`src/rtl/cip_pkg.sv`:
```
// cip_pkg: word format constants and transfer payload types for the
// complex integer power core. No dependencies.
package cip_pkg;

    // Word format: signed two's complement, Q3.44 by default
    localparam int WORD_BITS     = 48;
    localparam int FRAC_BITS_DEF = 44;
    localparam int EXP_BITS      = 16;

    // Request payload: complex base and integer exponent
    typedef struct packed {
        logic signed [WORD_BITS-1:0] base_real;
        logic signed [WORD_BITS-1:0] base_imag;
        logic        [EXP_BITS-1:0]  exponent;
    } cip_req_t;

    // Response payload: base to the exponent, saturated, sticky flag
    typedef struct packed {
        logic signed [WORD_BITS-1:0] power_real;
        logic signed [WORD_BITS-1:0] power_imag;
        logic                        overflow;
    } cip_rsp_t;

endpackage

```
`src/rtl/complex_integer_power_core.sv`:
```
// complex_integer_power_core: complex base raised to an unsigned integer power
// by square-and-multiply on one shared half-word multiplier. Depends on cip_pkg.
//
//  channel | dir | handshake            | payload
//  --------+-----+----------------------+--------------------------------------
//  req     | in  | req_valid/req_ready  | cip_req_t: base_real, base_imag, exponent
//  rsp     | out | rsp_valid/rsp_ready  | cip_rsp_t: power_real, power_imag, overflow
//
// One item at a time. Each complex product is sixteen half-word partial
// products through the single multiplier, then a drain of the last partial and a rounding step.
// Each exponent bit above bit 0 up to its top set bit costs one squaring, and
// each set bit among them costs one further multiply into the result.
// req_ready is high only when idle; a stalled rsp holds until its transfer.
// Reset (rst_n low) returns the core to idle with no response pending.
module complex_integer_power_core #(
    parameter int FRAC_BITS = cip_pkg::FRAC_BITS_DEF
) (
    input  logic              clk,
    input  logic              rst_n,
    input  logic              req_valid,
    output logic              req_ready,
    input  cip_pkg::cip_req_t req,
    output logic              rsp_valid,
    input  logic              rsp_ready,
    output cip_pkg::cip_rsp_t rsp
);
    import cip_pkg::*;

    localparam int W      = WORD_BITS;
    localparam int H      = (W + 1) / 2;          // low half width
    localparam int PW     = H + 1;                // signed partial operand width
    localparam int PPW    = 2 * PW;               // partial product width
    localparam int SUM_W  = 2 * W + 2;            // exact complex sum width
    localparam int RND_W  = ((SUM_W > FRAC_BITS) ? SUM_W : FRAC_BITS) + 2;
    localparam int CNT_W  = 5;                    // 16 partials plus drain flag
    localparam bit ONE_OK = (FRAC_BITS < W - 1);

    localparam logic signed [RND_W-1:0] HALF   = RND_W'(1) <<< (FRAC_BITS - 1);
    localparam logic signed [W-1:0]     MAXV   = {1'b0, {(W-1){1'b1}}};
    localparam logic signed [W-1:0]     MINV   = {1'b1, {(W-1){1'b0}}};
    localparam logic signed [W-1:0]     ONE_W  = ONE_OK ? (W'(1) << FRAC_BITS) : MAXV;

    typedef enum logic [4:0] {
        ST_IDLE  = 5'b00001,
        ST_CHECK = 5'b00010,
        ST_MUL   = 5'b00100,
        ST_RND   = 5'b01000,
        ST_DONE  = 5'b10000
    } state_t;

    state_t                    state_reg, state_next;
    logic [CNT_W-1:0]          cnt_reg, cnt_next;
    logic                      pp_vld_reg, pp_vld_next;

    logic signed [W-1:0]       xr_reg, xr_next, xi_reg, xi_next;
    logic signed [W-1:0]       rr_reg, rr_next, ri_reg, ri_next;
    logic                      ovf_reg, ovf_next;
    logic [EXP_BITS-1:0]       e_reg, e_next;
    logic                      sq_reg, sq_next;
    logic signed [SUM_W-1:0]   acc_re_reg, acc_re_next, acc_im_reg, acc_im_next;
    logic signed [PPW-1:0]     pp_reg, pp_next;
    logic                      pp_im_reg, pp_im_next;
    logic                      pp_sub_reg, pp_sub_next;
    logic [1:0]                pp_sh_reg, pp_sh_next;

    logic [1:0]                prod_sel, part_sel;
    logic signed [W-1:0]       opnd_l, opnd_r, opnd_c, opnd_d;
    logic signed [PW-1:0]      piece_l, piece_r;
    logic signed [SUM_W-1:0]   pp_ext, pp_shift;
    logic [W:0]                rnd_re, rnd_im;

    // Round to nearest (ties up), drop fraction, saturate; returns {ovf, word}
    function automatic logic [W:0] round_sat(input logic signed [SUM_W-1:0] v);
        logic signed [RND_W-1:0] s;
        logic signed [RND_W-1:0] q;
        logic                    fits;
        s    = RND_W'(v) + HALF;
        q    = s >>> FRAC_BITS;
        fits = (q[RND_W-1:W-1] == '0) || (q[RND_W-1:W-1] == '1);
        if (fits)
            return {1'b0, q[W-1:0]};
        else
            return {1'b1, q[RND_W-1] ? MINV : MAXV};
    endfunction

    // Operand and half-word piece selection for the current partial product
    // real = a*c - b*d, imag = a*d + b*c; square uses c = a, d = b
    always_comb
    begin
        prod_sel = cnt_reg[3:2];
        part_sel = cnt_reg[1:0];
        opnd_c   = sq_reg ? xr_reg : rr_reg;
        opnd_d   = sq_reg ? xi_reg : ri_reg;
        opnd_l   = prod_sel[0] ? xi_reg : xr_reg;
        opnd_r   = (prod_sel[0] ^ prod_sel[1]) ? opnd_d : opnd_c;
        piece_l  = part_sel[0] ? PW'($signed(opnd_l[W-1:H]))
                               : $signed({1'b0, opnd_l[H-1:0]});
        piece_r  = part_sel[1] ? PW'($signed(opnd_r[W-1:H]))
                               : $signed({1'b0, opnd_r[H-1:0]});
    end

    // Align the registered partial product
    always_comb
    begin
        pp_ext = SUM_W'(pp_reg);
        case (pp_sh_reg)
            2'd1:    pp_shift = pp_ext <<< H;
            2'd2:    pp_shift = pp_ext <<< (2 * H);
            default: pp_shift = pp_ext;
        endcase
    end

    assign rnd_re = round_sat(acc_re_reg);
    assign rnd_im = round_sat(acc_im_reg);

    // Sequencer and datapath next state
    always_comb
    begin
        state_next  = state_reg;
        cnt_next    = cnt_reg;
        xr_next     = xr_reg;
        xi_next     = xi_reg;
        rr_next     = rr_reg;
        ri_next     = ri_reg;
        ovf_next    = ovf_reg;
        e_next      = e_reg;
        sq_next     = sq_reg;
        acc_re_next = acc_re_reg;
        acc_im_next = acc_im_reg;

        // multiplier stage
        pp_vld_next = (state_reg == ST_MUL) && !cnt_reg[CNT_W-1];
        pp_next     = piece_l * piece_r;
        pp_im_next  = prod_sel[1];
        pp_sub_next = (prod_sel == 2'd1);
        pp_sh_next  = {1'b0, part_sel[0]} + {1'b0, part_sel[1]};

        // accumulate stage
        if (pp_vld_reg)
        begin
            if (pp_im_reg)
                acc_im_next = acc_im_reg + pp_shift;
            else if (pp_sub_reg)
                acc_re_next = acc_re_reg - pp_shift;
            else
                acc_re_next = acc_re_reg + pp_shift;
        end

        unique case (state_reg)
            ST_IDLE:
            begin
                if (req_valid)
                begin
                    xr_next    = req.base_real;
                    xi_next    = req.base_imag;
                    rr_next    = req.exponent[0] ? req.base_real : ONE_W;
                    ri_next    = req.exponent[0] ? req.base_imag : '0;
                    ovf_next   = !req.exponent[0] && !ONE_OK;
                    e_next     = req.exponent >> 1;
                    state_next = ST_CHECK;
                end
            end
            ST_CHECK:
            begin
                if (e_reg == '0)
                    state_next = ST_DONE;
                else
                begin
                    sq_next     = 1'b1;
                    cnt_next    = '0;
                    acc_re_next = '0;
                    acc_im_next = '0;
                    state_next  = ST_MUL;
                end
            end
            ST_MUL:
            begin
                if (cnt_reg[CNT_W-1])
                    state_next = ST_RND;
                else
                    cnt_next = cnt_reg + CNT_W'(1);
            end
            ST_RND:
            begin
                ovf_next = ovf_reg | rnd_re[W] | rnd_im[W];
                if (sq_reg)
                begin
                    xr_next = rnd_re[W-1:0];
                    xi_next = rnd_im[W-1:0];
                    if (e_reg[0])
                    begin
                        sq_next     = 1'b0;
                        cnt_next    = '0;
                        acc_re_next = '0;
                        acc_im_next = '0;
                        state_next  = ST_MUL;
                    end
                    else
                    begin
                        e_next     = e_reg >> 1;
                        state_next = ST_CHECK;
                    end
                end
                else
                begin
                    rr_next    = rnd_re[W-1:0];
                    ri_next    = rnd_im[W-1:0];
                    e_next     = e_reg >> 1;
                    state_next = ST_CHECK;
                end
            end
            ST_DONE:
            begin
                if (rsp_ready)
                    state_next = ST_IDLE;
            end
            default:
            begin
                state_next = ST_IDLE;
            end
        endcase
    end

    // Control registers
    always_ff @(posedge clk or negedge rst_n)
    begin
        if (!rst_n)
        begin
            state_reg  <= ST_IDLE;
            cnt_reg    <= '0;
            pp_vld_reg <= 1'b0;
        end
        else
        begin
            state_reg  <= state_next;
            cnt_reg    <= cnt_next;
            pp_vld_reg <= pp_vld_next;
        end
    end

    // Payload registers
    always_ff @(posedge clk)
    begin
        xr_reg     <= xr_next;
        xi_reg     <= xi_next;
        rr_reg     <= rr_next;
        ri_reg     <= ri_next;
        ovf_reg    <= ovf_next;
        e_reg      <= e_next;
        sq_reg     <= sq_next;
        acc_re_reg <= acc_re_next;
        acc_im_reg <= acc_im_next;
        pp_reg     <= pp_next;
        pp_im_reg  <= pp_im_next;
        pp_sub_reg <= pp_sub_next;
        pp_sh_reg  <= pp_sh_next;
    end

    // Ports
    assign req_ready       = (state_reg == ST_IDLE);
    assign rsp_valid       = (state_reg == ST_DONE);
    assign rsp.power_real  = rr_reg;
    assign rsp.power_imag  = ri_reg;
    assign rsp.overflow    = ovf_reg;

    // Checks
    a_no_overlap: assert property (@(posedge clk) disable iff (!rst_n)
        !(req_ready && rsp_valid))
        else $error("request and response sides active together");

    a_accept_to_check: assert property (@(posedge clk) disable iff (!rst_n)
        req_valid && req_ready |=> state_reg == ST_CHECK)
        else $error("accepted request did not start the sequence");

    a_cnt_step: assert property (@(posedge clk) disable iff (!rst_n)
        state_reg == ST_MUL && !cnt_reg[CNT_W-1] |=>
            state_reg == ST_MUL && cnt_reg == $past(cnt_reg) + CNT_W'(1))
        else $error("partial product counter skipped");

    a_drain_round: assert property (@(posedge clk) disable iff (!rst_n)
        state_reg == ST_RND |-> !pp_vld_reg)
        else $error("rounding with a partial product still in flight");

    a_finish: assert property (@(posedge clk) disable iff (!rst_n)
        state_reg == ST_CHECK && e_reg == '0 |=> rsp_valid)
        else $error("exhausted exponent did not present a response");

endmodule

```
`config.mk`:
```
export PLATFORM = sky130hd
export DESIGN_NAME = complex_integer_power_core
export DESIGN_NICKNAME = d
export VERILOG_FILES = /design/src/rtl/cip_pkg.sv /design/src/rtl/complex_integer_power_core.sv
export SDC_FILE = /design/constraint.sdc
export NUM_CORES = 2
export LEC_CHECK = 0
export BUFFER_PORTS_ARGS = -buffer_cell sky130_fd_sc_hd__buf_4
export CORE_ASPECT_RATIO = 1.2
export CORE_MARGIN = 4
export CORE_UTILIZATION = 25
export DETAILED_ROUTE_END_ITERATION = 12
export PLACE_DENSITY = 0.46
export SLEW_MARGIN = 5
export SYNTH_ARGS = -nofsm -noshare
export SYNTH_HDL_FRONTEND = slang
export SYNTH_SLANG_ARGS = --single-unit
export TNS_END_PERCENT = 10
```
`constraint.sdc`:
```
create_clock -name clk -period 12.64 [get_ports clk]
set_input_delay 0.632 -clock clk [delete_from_list [all_inputs] [get_ports clk]]
set_output_delay 0.632 -clock clk [all_outputs]
set_load 0.02 [all_outputs]
```
==> results_tabular.tex <==
\begin{tabular}{lr}
\hline
Metric & Value \\
\hline
\multicolumn{2}{l}{\textbf{Global routing}} \\
\quad Largest net degree at the start of global routing & 156 \\
\quad Initial antenna violation count & 34 \\
\quad Wire length of the first global-routing pass & 394 mm \\
\quad Vias in the first global route & 54100 \\
\quad All-Layer GR Usage & 22.1\% \\
\quad Congestion Overflow GR & 0 \\
\multicolumn{2}{l}{\textbf{Detailed routing}} \\
\quad Number of optimization iterations in the first detailed-route pass & 6 \\
\quad \# DRC & 0 \\
\quad Initial drt markers & 4228 \\
\quad Average wire per standard cell & 26.9 um \\
\quad Total Routed Length & 278 mm \\
\quad Detail Route Antenna Nets & 0 \\
\quad DR vias/cell & 5.14 \\
\quad Via count & 53000 \\
\multicolumn{2}{l}{\textbf{Die}} \\
\quad Y dimension of the die & 543 um \\
\quad Area of the placeable core & 236000 um2 \\
\quad Num ports & 215 \\
\quad Full die area & 246000 um2 \\
\quad Starting Density & 25.2\% \\
\quad Horiz. Die Dim & 453 um \\
\quad Cell row count & 195 \\
\multicolumn{2}{l}{\textbf{Logic synthesis}} \\
\quad Top FF cell, synth & dfxtp\_1 \\
\quad Most instantiated library cell after synthesis & nand2\_1 \\
\quad Warnings, synthesis & 0 \\
\quad Post-synth top area share & 22.2\% \\
\quad Cell taking the most area after synthesis & fa\_1 \\
\quad Synthesized area & 59500 um2 \\
\quad Syn\_nets & 8240 \\
\quad Synthesized area per cell & 8.36 um2 \\
\quad Async set-or-reset flop fraction in the synthesized netlist & 2.34\% \\
\quad Number of enable flip-flop cells after synthesis & 209 \\
\quad Proportion of synthesized chip area in sequential cells & 19.4\% \\
\quad Post-synthesis cell count & 7121 \\
\quad Synth top area cells & fa\_1 22\%, edfxtp\_1 11\%, dfxtp\_1 8.4\% \\
\quad Most used standard cells in the synthesized netlist & 1081 x nand2\_1, 755 x inv\_1, 660 x fa\_1 \\
\quad Post-synthesis sequential element count & 470 \\
\quad Number of distinct standard cells referenced by the synthesized netlist & 98 \\
\multicolumn{2}{l}{\textbf{STA}} \\
\quad Max-Slew Margin vs Limit & 4.54\% \\
\quad Post-layout min period & 10.51 ns \\
\quad Part of the cycle the worst path needs & 83.1\% \\
\quad Max-slew violation total from the final report & 0 \\
\quad Final setup viols & 0 \\
\quad Setup Total Neg Slack & 0 ns \\
\quad Slew at the pin closest to its max-slew limit & 1.40 ns \\
\quad Hold Vio Cnt, Final & 0 \\
\quad Setup repair after global routing missed its margin & no \\
\quad Timing-limited maximum frequency & 95.2 MHz \\
\quad Clock skew after layout & 0.0500 ns \\
\multicolumn{2}{l}{\textbf{Clock tree}} \\
\quad Clock Sinks & 470 \\
\quad Count of H-tree levels built during CTS & 2 \\
\quad Skew-Pair Late Insertion Delay & 0.71 ns \\
\quad Maximum clock insertion buffer count & 3 \\
\quad Buffer cell driving the clock tree root & clkbuf\_16 \\
\quad CTS buffer count & 56 \\
\quad Clock transition at the registers of the reported paths & 0.07 ns \\
\quad Clock tree from TritonCTS & built \\
\multicolumn{2}{l}{\textbf{Setup path}} \\
\quad Startpoint kind of the worst setup timing path & register \\
\quad Beginning of the critical path & cnt\_reg[2]\$\_DFFE\_PN0P\_ \\
\quad Maximum cell stage delay along the critical path & 0.98 ns \\
\quad Critical-path maximum fanout & 51 \\
\quad WP data arrival & 11.13 ns \\
\quad Req. time, crit path & 13.27 ns \\
\quad R2R Setup Slk & 2.13 ns \\
\quad Slowest cell on the critical path & dfrtp\_4 \\
\quad Crit path kind & register to register \\
\quad Startpoint of the most critical register-to-register path & cnt\_reg[2]\$\_DFFE\_PN0P\_ \\
\quad Critical Path Sink Type & register \\
\quad Most frequent CP cell & fa\_1 \\
\multicolumn{2}{l}{\textbf{Run status}} \\
\quad Outcome & finished, final reports clean \\
\multicolumn{2}{l}{\textbf{Placed design}} \\
\quad Final estimated routing congestion in global placement & 0.968 \\
\quad Total instance count after detailed placement & 10200 \\
\quad Half-perimeter wire length after placement & 224 mm \\
\quad Input/output buffers & 214 \\
\quad Area after DPL & 64400 um2 \\
\multicolumn{2}{l}{\textbf{Layout}} \\
\quad Cell area after layout & 66400 um2 \\
\quad Share of post-route cells with drive strength above 1 & 8.42\% \\
\quad Area used by sequential logic in the layout & 11600 um2 \\
\quad Area of combinational cells with multiple inputs & 43700 um2 \\
\quad Fill cell count & 25500 \\
\quad Final-stage net count & 8209 \\
\quad Final std cells w/o fill & 10300 \\
\quad Synth-to-Final Area Change & 11.6\% \\
\multicolumn{2}{l}{\textbf{Job}} \\
\quad Total of max-cap violations & 0 \\
\multicolumn{2}{l}{\textbf{Worst hold path}} \\
\quad Min-delay worst type & input pin to register \\
\quad HP Start & req\_valid \\
\hline
\end{tabular}
==> stage by stage <==
step                      setup WS, ns  hold slack, ns  util [%]
after floorplan                   3.70           0.336         -
after global placement            2.23           0.386      27.3
after detailed placement          2.18           0.391      27.3
after CTS                         2.18          0.0398      28.1
after global routing              1.68          0.0653      28.1
final                             2.13          0.0816      28.1
==> layout make-up <==
type,count,area share (%)
Multi-Input combinational cell,5495,65.9
Clock inverter,37,0.678
Clock buffer,68,2.23
Tap cell,3152,5.94
Inverter,756,4.27
Sequential cell,470,17.4
Timing Repair Buffer,311,3.56
Antenna cell,16,0.0603
==> layout by cell type (no fill, tap or decap), types with 33 or more instances in the layout <==
master and instances:
nand2_1 1080, o21a_1 52, mux2i_1 33, nor2b_1 47, a211oi_1 37, xnor2_1 281
dfxtp_1 249, mux4_2 49, xor2_1 128, and2_1 71, nor3_1 81, a221oi_1 33
nand2b_1 60, a221o_1 50, nor2_1 642, a21oi_1 513, mux2_2 41, o21bai_1 49
a21o_1 211, edfxtp_1 209, nand4_1 115, o21ai_0 314, fa_1 660, nand3_1 113
inv_1 755, a31oi_1 57, and3_1 52, clkbuf_16 57, ha_1 340, buf_4 307
==> timing repair <==
action,CTS,global route
hold buffers,1,0
endpoints found under the hold margin,11,0
gates resized for setup,0,0
setup buffers,0,0
==> logic make-up after synthesis <==
logic type,after synthesis,synth area share [%]
AOI/OAI and AO/OA,1526,16.2
xor gates and xnor gates,409,6.02
adders and majority gates,1003,29.4
buffers and inverters,1156,7.48
DFF,470,19.4
muxes,133,3.35
and+or+nand+nor,2424,18.2
==> path summary, 6_finish.rpt <==
| kind | end | depth (start not counted) |
|---|---|---|
| max | pp_reg[48]$_DFF_P_ | 28 |
| min reg2reg | pp_im_reg$_DFF_P_ | 0 |
| min | state_reg[0]$_DFFE_PN1P_ | 2 |
| min in group asynchronous | state_reg[4]$_DFFE_PN0P_ | 2 |
| max in group asynchronous | state_reg[0]$_DFFE_PN1P_ | 2 |
| max reg2reg | pp_reg[48]$_DFF_P_ | 28 |
==> per-layer routing <==
metal | vias up | GRT usage (%) | share of wire [%]
met4 | 4 | 17.7 | 9.6
met5 | - | 0 | 0.0097
met1 | 26500 | 24.0 | 36
met3 | 649 | 3.08 | 5.2
li1 | 23900 | - | -
met2 | 1971 | 38.5 | 49
==> critical path: cells and delay by family (launching register included) <==
kind,cells,cell delay [ns]
fa+ha+maj,9,4.39
compound gates,9,2.39
mux,2,1.52
flops,1,0.98
buf+inv,5,0.61
simple gates,2,0.33
xor+xnor,1,0.17
Power is left out: the tool's default activity adds up to more than one toggle a clock period on the data nets, which glitch-free logic cannot reach.
